==> src/hdl/upsq_pkg.sv <==
// Shared types and constants for the URI path/query splitter.
// No dependencies; imported by every module in hdl/.
package upsq_pkg;

    // Queue between the classifier and the tokenizer
    localparam int QDEPTH   = 4;
    localparam int QPTR_W   = $clog2(QDEPTH);
    localparam int QCOUNT_W = $clog2(QDEPTH + 1);

    // Configuration
    localparam int          CFG_ADDR_W     = 3;
    localparam int          CFG_IDX_LSB    = 2;
    localparam logic [0:0]  REG_MAX_LEN    = 1'b0;
    localparam logic [15:0] MAX_LEN_RESET  = 16'd2000;
    localparam logic [15:0] COUNT_SAT      = 16'hFFFF;

    // Characters
    localparam logic [7:0] CH_SLASH = 8'h2F;
    localparam logic [7:0] CH_QMARK = 8'h3F;
    localparam logic [7:0] CH_AMP   = 8'h26;
    localparam logic [7:0] CH_EQ    = 8'h3D;
    localparam logic [7:0] CH_PCT   = 8'h25;
    localparam logic [7:0] CH_0     = 8'h30;
    localparam logic [7:0] CH_9     = 8'h39;
    localparam logic [7:0] CH_UA    = 8'h41;
    localparam logic [7:0] CH_UF    = 8'h46;
    localparam logic [7:0] CH_LA    = 8'h61;
    localparam logic [7:0] CH_LF    = 8'h66;
    localparam logic [7:0] HEX_ALPHA_OFS = 8'd10;

    // Token kinds
    localparam logic [1:0] KIND_PATH  = 2'd0;
    localparam logic [1:0] KIND_KEY   = 2'd1;
    localparam logic [1:0] KIND_VALUE = 2'd2;

    // Error codes
    localparam logic [1:0] ERR_NONE     = 2'd0;
    localparam logic [1:0] ERR_ESCAPE   = 2'd1;
    localparam logic [1:0] ERR_TOO_LONG = 2'd2;
    localparam logic [1:0] ERR_NO_EQ    = 2'd3;

    typedef enum logic [2:0] {
        MODE_PATH  = 3'b001,
        MODE_KEY   = 3'b010,
        MODE_VALUE = 3'b100
    } t_mode;

    typedef enum logic [3:0] {
        ESC_NONE = 4'b0001,
        ESC_HI   = 4'b0010,
        ESC_LO   = 4'b0100,
        ESC_BAD  = 4'b1000
    } t_esc;

    typedef struct packed {
        logic [7:0] char_byte;
        logic       end_of_uri;
    } t_in_item;

    typedef struct packed {
        logic [7:0] out_byte;
        logic       byte_valid;
        logic [1:0] token_kind;
        logic       token_end;
        logic       uri_done;
        logic [1:0] error_code;
    } t_result;

    // Beat after classification
    typedef struct packed {
        logic [7:0] char_byte;
        logic       end_of_uri;
        logic       is_slash;
        logic       is_qmark;
        logic       is_amp;
        logic       is_eq;
        logic       is_pct;
        logic       is_hex;
        logic [3:0] hex_val;
    } t_cls_item;

    typedef struct packed {
        logic push;
        logic full;
    } t_q_wr;

    typedef struct packed {
        logic fire;
        logic emit;
    } t_back_status;

endpackage

==> src/hdl/upsq_front.sv <==
// Front end: classifies incoming URI bytes and writes them into the queue.
// Depends on upsq_pkg.
module upsq_front import upsq_pkg::*; (
    input  logic      i_push,
    input  t_in_item  i_item,
    input  logic      i_q_full,
    output t_q_wr     o_q_wr,
    output t_cls_item o_cls
);

    logic [7:0] c;
    logic       is_dig;
    logic       is_up;
    logic       is_lo;
    logic [7:0] hv;

    assign c      = i_item.char_byte;
    assign is_dig = (c >= CH_0)  && (c <= CH_9);
    assign is_up  = (c >= CH_UA) && (c <= CH_UF);
    assign is_lo  = (c >= CH_LA) && (c <= CH_LF);

    always_comb begin
        if (is_dig) begin
            hv = c - CH_0;
        end else if (is_up) begin
            hv = c - CH_UA + HEX_ALPHA_OFS;
        end else if (is_lo) begin
            hv = c - CH_LA + HEX_ALPHA_OFS;
        end else begin
            hv = 8'd0;
        end
    end

    always_comb begin
        o_cls.char_byte  = c;
        o_cls.end_of_uri = i_item.end_of_uri;
        o_cls.is_slash   = (c == CH_SLASH);
        o_cls.is_qmark   = (c == CH_QMARK);
        o_cls.is_amp     = (c == CH_AMP);
        o_cls.is_eq      = (c == CH_EQ);
        o_cls.is_pct     = (c == CH_PCT);
        o_cls.is_hex     = is_dig || is_up || is_lo;
        o_cls.hex_val    = hv[3:0];
    end

    assign o_q_wr.full = i_q_full;
    assign o_q_wr.push = i_push && !i_q_full;

endmodule

==> src/hdl/upsq_queue.sv <==
// Short queue of classified beats between front and back end.
// Depends on upsq_pkg.
module upsq_queue import upsq_pkg::*; (
    input  logic      i_clk,
    input  logic      i_rst_n,
    input  logic      i_wr,
    input  t_cls_item i_data,
    input  logic      i_rd,
    output logic      o_full,
    output logic      o_valid,
    output t_cls_item o_data
);

    t_cls_item            r_mem [QDEPTH];
    logic [QPTR_W-1:0]    r_wptr;
    logic [QPTR_W-1:0]    r_rptr;
    logic [QCOUNT_W-1:0]  r_count;

    logic wr_en;
    logic rd_en;

    assign o_full  = (r_count == QCOUNT_W'(QDEPTH));
    assign o_valid = (r_count != '0);
    assign o_data  = r_mem[r_rptr];
    assign wr_en   = i_wr && !o_full;
    assign rd_en   = i_rd && o_valid;

    always_ff @(posedge i_clk) begin
        if (wr_en) begin
            r_mem[r_wptr] <= i_data;
        end
    end

    always_ff @(posedge i_clk) begin
        if (!i_rst_n) begin
            r_wptr  <= '0;
            r_rptr  <= '0;
            r_count <= '0;
        end else begin
            if (wr_en) begin
                r_wptr <= r_wptr + 1'b1;
            end
            if (rd_en) begin
                r_rptr <= r_rptr + 1'b1;
            end
            case ({wr_en, rd_en})
                2'b10:   r_count <= r_count + 1'b1;
                2'b01:   r_count <= r_count - 1'b1;
                default: r_count <= r_count;
            endcase
        end
    end

endmodule

==> src/hdl/upsq_back.sv <==
// Back end: tokenizer state, percent decoding, error tracking, result register.
// Depends on upsq_pkg.
module upsq_back import upsq_pkg::*; (
    input  logic         i_clk,
    input  logic         i_rst_n,
    input  logic [15:0]  i_max_len,
    input  logic         i_q_valid,
    input  t_cls_item    i_q_data,
    input  logic         i_pop,
    output logic         o_empty,
    output t_result      o_result,
    output t_back_status o_status
);

    t_mode       r_mode,   n_mode;
    t_esc        r_esc,    n_esc;
    logic [3:0]  r_hi,     n_hi;
    logic        r_has,    n_has;
    logic [15:0] r_count,  n_count;
    logic [1:0]  r_err,    n_err;
    logic        r_seen,   n_seen;
    logic        r_valid,  n_valid;
    t_result     r_res,    n_res;

    logic        fire;
    logic        emit;
    logic        data_path;
    t_result     res;
    t_cls_item   q;

    assign q    = i_q_data;
    assign fire = i_q_valid && (!r_valid || i_pop);

    always_comb begin
        n_mode    = r_mode;
        n_esc     = r_esc;
        n_hi      = r_hi;
        n_has     = r_has;
        n_count   = r_count;
        n_err     = r_err;
        n_seen    = r_seen;
        emit      = 1'b0;
        data_path = 1'b0;
        res       = '0;

        if (q.end_of_uri) begin
            emit         = 1'b1;
            res.uri_done = 1'b1;
            if (r_err == ERR_NONE) begin
                if (r_mode == MODE_KEY) begin
                    if (r_has) begin
                        n_err = ERR_NO_EQ;
                    end
                end else if (r_esc != ESC_NONE) begin
                    n_err = ERR_ESCAPE;
                end
            end
            if (n_err != ERR_NONE) begin
                res.error_code = n_err;
            end else if (!r_seen) begin
                // empty URI reads as the root segment
                res.out_byte   = CH_SLASH;
                res.byte_valid = 1'b1;
                res.token_end  = 1'b1;
            end else if (r_mode == MODE_VALUE) begin
                res.token_kind = KIND_VALUE;
                res.token_end  = 1'b1;
            end else if (r_mode == MODE_PATH && r_has) begin
                res.token_end  = 1'b1;
            end
            n_mode  = MODE_PATH;
            n_esc   = ESC_NONE;
            n_hi    = '0;
            n_has   = 1'b0;
            n_count = '0;
            n_err   = ERR_NONE;
            n_seen  = 1'b0;
        end else begin
            n_seen = 1'b1;
            if (r_count >= i_max_len) begin
                n_err = ERR_TOO_LONG;
            end
            if (r_count != COUNT_SAT) begin
                n_count = r_count + 1'b1;
            end
            if (n_err == ERR_NONE) begin
                unique case (r_mode)
                    MODE_KEY: begin
                        res.token_kind = KIND_KEY;
                        if (q.is_amp) begin
                            if (r_has) begin
                                n_err = ERR_NO_EQ;
                            end
                        end else if (q.is_eq) begin
                            if (r_esc != ESC_NONE) begin
                                n_err = ERR_ESCAPE;
                            end else begin
                                n_mode        = MODE_VALUE;
                                emit          = 1'b1;
                                res.token_end = 1'b1;
                                n_has         = 1'b0;
                            end
                        end else if (r_esc != ESC_BAD) begin
                            // bad escape in a key swallows bytes until '=' or '&'
                            data_path = 1'b1;
                        end
                    end
                    MODE_VALUE: begin
                        res.token_kind = KIND_VALUE;
                        if (q.is_amp) begin
                            if (r_esc != ESC_NONE) begin
                                n_err = ERR_ESCAPE;
                            end else begin
                                n_mode        = MODE_KEY;
                                emit          = 1'b1;
                                res.token_end = 1'b1;
                                n_has         = 1'b0;
                            end
                        end else begin
                            data_path = 1'b1;
                        end
                    end
                    MODE_PATH: begin
                        res.token_kind = KIND_PATH;
                        if (q.is_slash) begin
                            if (r_esc != ESC_NONE) begin
                                n_err = ERR_ESCAPE;
                            end else begin
                                emit          = 1'b1;
                                res.token_end = 1'b1;
                                n_has         = 1'b0;
                            end
                        end else if (q.is_qmark) begin
                            if (r_esc != ESC_NONE) begin
                                n_err = ERR_ESCAPE;
                            end else begin
                                n_mode = MODE_KEY;
                                if (r_has) begin
                                    emit          = 1'b1;
                                    res.token_end = 1'b1;
                                    n_has         = 1'b0;
                                end
                            end
                        end else begin
                            data_path = 1'b1;
                        end
                    end
                    default: begin
                        data_path = 1'b0;
                    end
                endcase

                if (data_path) begin
                    n_has = 1'b1;
                    if (r_esc == ESC_NONE) begin
                        if (q.is_pct) begin
                            n_esc = ESC_HI;
                        end else begin
                            emit           = 1'b1;
                            res.out_byte   = q.char_byte;
                            res.byte_valid = 1'b1;
                        end
                    end else if (!q.is_hex) begin
                        if (r_mode == MODE_KEY) begin
                            n_esc = ESC_BAD;
                        end else begin
                            n_err = ERR_ESCAPE;
                        end
                    end else if (r_esc == ESC_HI) begin
                        n_hi  = q.hex_val;
                        n_esc = ESC_LO;
                    end else begin
                        n_esc          = ESC_NONE;
                        emit           = 1'b1;
                        res.out_byte   = {r_hi, q.hex_val};
                        res.byte_valid = 1'b1;
                    end
                end
            end
            if (!emit) begin
                res = '0;
            end
        end
    end

    always_comb begin
        n_valid = (r_valid && !i_pop) || (fire && emit);
        n_res   = (fire && emit) ? res : r_res;
    end

    always_ff @(posedge i_clk) begin
        if (!i_rst_n) begin
            r_mode  <= MODE_PATH;
            r_esc   <= ESC_NONE;
            r_hi    <= '0;
            r_has   <= 1'b0;
            r_count <= '0;
            r_err   <= ERR_NONE;
            r_seen  <= 1'b0;
            r_valid <= 1'b0;
        end else begin
            r_valid <= n_valid;
            if (fire) begin
                r_mode  <= n_mode;
                r_esc   <= n_esc;
                r_hi    <= n_hi;
                r_has   <= n_has;
                r_count <= n_count;
                r_err   <= n_err;
                r_seen  <= n_seen;
            end
        end
    end

    always_ff @(posedge i_clk) begin
        r_res <= n_res;
    end

    assign o_empty       = !r_valid;
    assign o_result      = r_res;
    assign o_status.fire = fire;
    assign o_status.emit = emit;

endmodule

==> src/hdl/uri_path_query_splitter_top.sv <==
// Path: an item goes through the queue, then the result register, to the ports.
// Throughput: one item per cycle while results are popped; the tokenizer state
// update in upsq_back is the per-item loop, and a 4-beat queue plus the result
// register decouple the sides.
// Reset: synchronous, active low; clears tokenizer state and the queue,
// and sets max_uri_length to 2000.
module uri_path_query_splitter_top import upsq_pkg::*; (
    input  logic                  i_clk,
    input  logic                  i_rst_n,
    input  logic                  push,
    output logic                  full,
    input  t_in_item              i_item,
    output logic                  empty,
    input  logic                  pop,
    output t_result               o_result,
    input  logic                  psel,
    input  logic                  penable,
    input  logic                  pwrite,
    input  logic [CFG_ADDR_W-1:0] paddr,
    input  logic [31:0]           pwdata,
    output logic [31:0]           prdata,
    output logic                  pready
);

    logic [15:0]  r_max_len;
    t_q_wr        q_wr;
    t_cls_item    cls;
    logic         q_full;
    logic         q_valid;
    t_cls_item    q_data;
    t_back_status back_st;
    logic         cfg_wr;
    logic         cfg_hit;

    assign pready  = 1'b1;
    assign cfg_hit = (paddr[CFG_IDX_LSB] == REG_MAX_LEN);
    assign cfg_wr  = psel && penable && pwrite && pready && cfg_hit;
    assign prdata  = cfg_hit ? {16'd0, r_max_len} : 32'd0;

    always_ff @(posedge i_clk) begin
        if (!i_rst_n) begin
            r_max_len <= MAX_LEN_RESET;
        end else if (cfg_wr) begin
            r_max_len <= pwdata[15:0];
        end
    end

    upsq_front u_front (
        .i_push   (push),
        .i_item   (i_item),
        .i_q_full (q_full),
        .o_q_wr   (q_wr),
        .o_cls    (cls)
    );

    upsq_queue u_queue (
        .i_clk   (i_clk),
        .i_rst_n (i_rst_n),
        .i_wr    (q_wr.push),
        .i_data  (cls),
        .i_rd    (back_st.fire),
        .o_full  (q_full),
        .o_valid (q_valid),
        .o_data  (q_data)
    );

    upsq_back u_back (
        .i_clk     (i_clk),
        .i_rst_n   (i_rst_n),
        .i_max_len (r_max_len),
        .i_q_valid (q_valid),
        .i_q_data  (q_data),
        .i_pop     (pop),
        .o_empty   (empty),
        .o_result  (o_result),
        .o_status  (back_st)
    );

    assign full = q_wr.full;

    // errors are reported only on the end beat
    a_err_on_done: assert property (@(posedge i_clk) disable iff (!i_rst_n)
        (!empty && o_result.error_code != ERR_NONE) |-> o_result.uri_done)
        else $error("error code outside end beat");

    a_err_no_byte: assert property (@(posedge i_clk) disable iff (!i_rst_n)
        (!empty && o_result.error_code != ERR_NONE) |-> !o_result.byte_valid)
        else $error("byte carried with error");

    a_drain: assert property (@(posedge i_clk) disable iff (!i_rst_n)
        (!empty && pop && !(back_st.fire && back_st.emit)) |=> empty)
        else $error("result register not drained");

    a_fill: assert property (@(posedge i_clk) disable iff (!i_rst_n)
        (back_st.fire && back_st.emit) |=> !empty)
        else $error("emitted result lost");

endmodule

==> config.mk <==
export PLATFORM = sky130hd
export DESIGN_NAME = uri_path_query_splitter_top
export DESIGN_NICKNAME = d
export VERILOG_FILES = /design/src/hdl/upsq_pkg.sv /design/src/hdl/upsq_front.sv /design/src/hdl/upsq_queue.sv /design/src/hdl/upsq_back.sv /design/src/hdl/uri_path_query_splitter_top.sv
export SDC_FILE = /design/constraint.sdc
export NUM_CORES = 1
export LEC_CHECK = 0
export ABC_AREA = 1
export BUFFER_PORTS_ARGS = -buffer_cell sky130_fd_sc_hd__buf_2
export CAP_MARGIN = 30
export CORE_UTILIZATION = 55
export CTS_CLUSTER_DIAMETER = 100
export DETAILED_ROUTE_END_ITERATION = 10
export GPL_TIMING_DRIVEN = 0
export PLACE_DENSITY = 0.8
export SYNTH_ARGS = -nofsm -noshare
export SYNTH_HDL_FRONTEND = slang
export SYNTH_SLANG_ARGS = --single-unit
==> constraint.sdc <==
create_clock -name i_clk -period 5.5 [get_ports i_clk]
set_input_delay 0.275 -clock i_clk [delete_from_list [all_inputs] [get_ports i_clk]]
set_output_delay 0.275 -clock i_clk [all_outputs]
set_load 0.005 [all_outputs]
==> summary.txt <==
Power
  – Internal power: 2.45 mW
  – Switching Fraction: 38.9%
  – Net Sw Power: 1.56 mW
  – P_leak: 3.59 nW
  – Clock network power share: 27.7%
  – Sequential share of power: 36.7%
  – PnR Total Power: 4.01 mW
  – Power per cell area: 472 mW/mm2
  – VDD IR max: 0.000308 V
  – Combinational Power Share: 35.6%

Clock network
  – CTS tree: built
  – CTS resizes: 0
  – Clock sinks: 148
  – Postcts setup bufs: 0
  – CTS clk-pin slew, worst paths: 0.07 ns
  – Clock latency on the worst-skew pair: 0.44 ns
  – # H-tree levels: 4
  – Hold_buf cts: 0
  – Number of CTS-inserted buffers: 17
  – Clock buffer depth: 2
  – Root buffer cell: clkbuf_16

Min path
  – Hold path start: pwdata[4]
  – Worst Hold End: r_max_len[4]
  – Hold Crit Class: input pin to flop
  – Hold Path Stages: 3

Route
  – DR pass1 iterations: 5
  – Post-route ant nets: 0
  – Vias: 5911
  – Iteration-0 DRC Markers: 477
  – DR WL/cell: 14.4 um
  – DRC Markers: 0
  – Total Wirelength: 16000 um
  – Via/cell ratio: 5.32

Place
  – Area after DPL: 0.00793 mm2
  – RePlAce Congestion: 0.916
  – Number of port buffers: 64
  – HPWL Detailed: 11100 um
  – Place WS: 2.87 ns
  – Placed cell count: 1079

Worst setup path
  – Crit-path most repeated cell: nand2_1
  – Largest delay contributor family on the critical path: simple AND/OR/NAND/NOR gates
  – Worst EP arrival: 2.83 ns
  – Critical path peak fanout: 15
  – Reg2reg end: u_back.o_result[12]
  – Crit-path slowest cell: inv_1
  – CP Capture Type: flop
  – FF-to-FF path depth: 10
  – R2R Path Start: u_back.r_count[13]
  – CP bufs+invs: 1
  – WP data required: 5.56 ns
  – Kind of critical path: flop to flop
  – R2R Setup Slk: 2.73 ns
  – Worst path max stage delay: 0.54 ns
  – CP startpoint kind: flop
  – Worst path cell trace: ha_1 -> a21oi_1 -> o21ai_0 -> nor2_1 -> nand3_1 -> nor2_1 -> nand2_1 -> nand2_1 -> nand2_1 -> inv_1

Global routing
  – First-pass GRT wire length: 25000 um
  – Largest net degree at the start of global routing: 17
  – Global route overflow: 0
  – GRT Util Overall: 24.7%
  – Vias in the first global route: 5141
  – Initial antenna violation count: 0

Timing
  – Setup ws final: 2.73 ns
  – Worst hold slack: 0.0540 ns
  – FMAX: 361 MHz
  – Max-slew headroom: 53.8%
  – RSZ-0062 raised after global routing: false
  – Final Max Slew Viols: 0
  – Final hold violation count: 0
  – Total Neg Setup Slack: 0 ns
  – Clk_skew: 0.0124 ns
  – Fin crit share: 50.3%
  – # setup viols final: 0
  – Worst slew pin tran: 0.693 ns
  – Minimum clock period: 2.77 ns

Floorplan
  – IO Count: 101
  – Die area: 0.0137 mm2
  – Initial Utilization: 57.1%
  – FP Rows: 41
  – Die Wd: 117 um
  – Core Region: 0.0127 mm2
  – Die Span Y: 117 um

Logic synthesis
  – Largest area contributor in the netlist: edfxtp_1
  – Sequential-to-total area share from yosys stat: 53.4%
  – Most common cell in the netlist: nand2_1
  – Synth cell count leaders: nand2_1 (180), edfxtp_1 (91), nor2_1 (91)
  – Post-Syn Instances: 824
  – Mapped Avg Cell Area: 8.81 um2
  – Number of synthesized register bits: 148
  – Yosys warnings: 0
  – Number of flops mapped to enable cells by yosys: 91
  – Mapped cell area: 0.00726 mm2
  – Synth cell types: 47
  – Synth area leaders: edfxtp_1 (38%), dfxtp_1 (16%), nand2_1 (9.3%), nor2_1 (4.7%), inv_1 (4.6%)
  – Synth top area share: 37.6%
  – Ys flop type: edfxtp_1
  – Asr flop ratio synth: 0%

Finish
  – Sequential standard cell area: 0.00387 mm2
  – ANT cells: 0
  – Fin area: 0.00850 mm2
  – Fillers: 1052
  – Synthesis-to-layout area growth: 17.1%
  – Fin nets: 1004
  – Post-Layout Cell Count: 1111
  – Area of the multi-input gates: 0.00286 mm2
  – Final core utilization: 66.8%
  – Layout cells sized above 1: 16.8%

Run
  – MaxCap Viol Count: 0

Outcome
  – Outcome: complete, no violations
[cell type report]
| cell class | count | share of cell area [%] |
|---|---|---|
| Tap cell | 172 | 2.53 |
| Clock buffer | 18 | 5.05 |
| Sequential cell | 148 | 45.6 |
| Clock inverter | 14 | 1.63 |
| Inverter | 95 | 4.19 |
| Buffer | 39 | 2.75 |
| Multi-Input combinational cell | 557 | 33.7 |
| Timing Repair Buffer | 68 | 4.62 |
[registers in the layout, summed over array words and instances, names as in the netlist, named ones only]
register         flops
u_back.r_err         2
u_queue.r_rptr       2
u_queue.r_wptr       2
u_back.r_valid       1
r_max_len           16
u_queue.r_count      3
u_back.r_hi          4
u_back.r_mode        3
u_back.o_result     15
u_back.r_has         1
u_back.r_seen        1
u_queue.r_mem       76
u_back.r_count      16
u_back.r_esc         4
[worst min-delay path: stages]
cell and delay, ns:
buf_2 0.07, nand2_1 0.04, o211ai_1 0.06
[cell families (layout without fill, tap and decap cells)]
family,count (synthesis),count (layout),share of synthesized area (%)
simple gates,370,370,22.4
flops,148,148,53.4
compound gates,140,140,10.9
buf+inv,134,234,8.14
fa+ha+maj,27,27,4.76
xor+xnor,3,3,0.362
other cells,2,17,0.103
[cell usage in the layout, fill, tap and decap left out, drive strengths merged, types with 4 or more instances in the layout]
cell type,instances
a21oi,58
a32o,4
buf,94
clkbuf,31
clkinv,4
conb,17
dfxtp,57
edfxtp,91
ha,26
inv,102
nand2,185
nand3,46
nand4,14
nor2,98
nor3,19
o211ai,7
o21ai,54
o22ai,9
[power by group through the flow]
stage / combinational, mW / clock [mW] / sequential, mW
after floorplan: 0.990 / 0 / 1.49
after global placement: 1.36 / 0 / 1.49
after detailed placement: 1.40 / 0 / 1.50
after CTS: 1.41 / 1.12 / 1.47
after global routing: 1.58 / 1.17 / 1.49
final: 1.43 / 1.11 / 1.47
[worst max-delay path by stage]
| stage | start | endpoint | cells after the start |
|---|---|---|---|
| 2_1_floorplan | u_back.r_count[7] | u_back.o_result[0] | 14 |
| 3_3_place_gp | u_queue.r_count[2] | u_queue.r_mem[3][18] | 5 |
| 3_5_place_dp | u_back.r_count[7] | u_back.o_result[8] | 14 |
| 4_1_cts | u_back.r_count[13] | u_back.o_result[6] | 10 |
| 5_1_grt | u_back.r_count[7] | u_back.o_result[12] | 12 |
| 6_report | u_back.r_count[13] | u_back.o_result[12] | 10 |
[per-layer routing]
layer  vias up  track usage (%)  part of all wire (%)
li1       2955                -                     -
met1      2740             32.3                    44
met2       183             39.6                    48
met3        33             6.33                   6.2
met4         0             9.87                   1.9
met5         -                0                     0
Power figures use the tool's default switching activity.
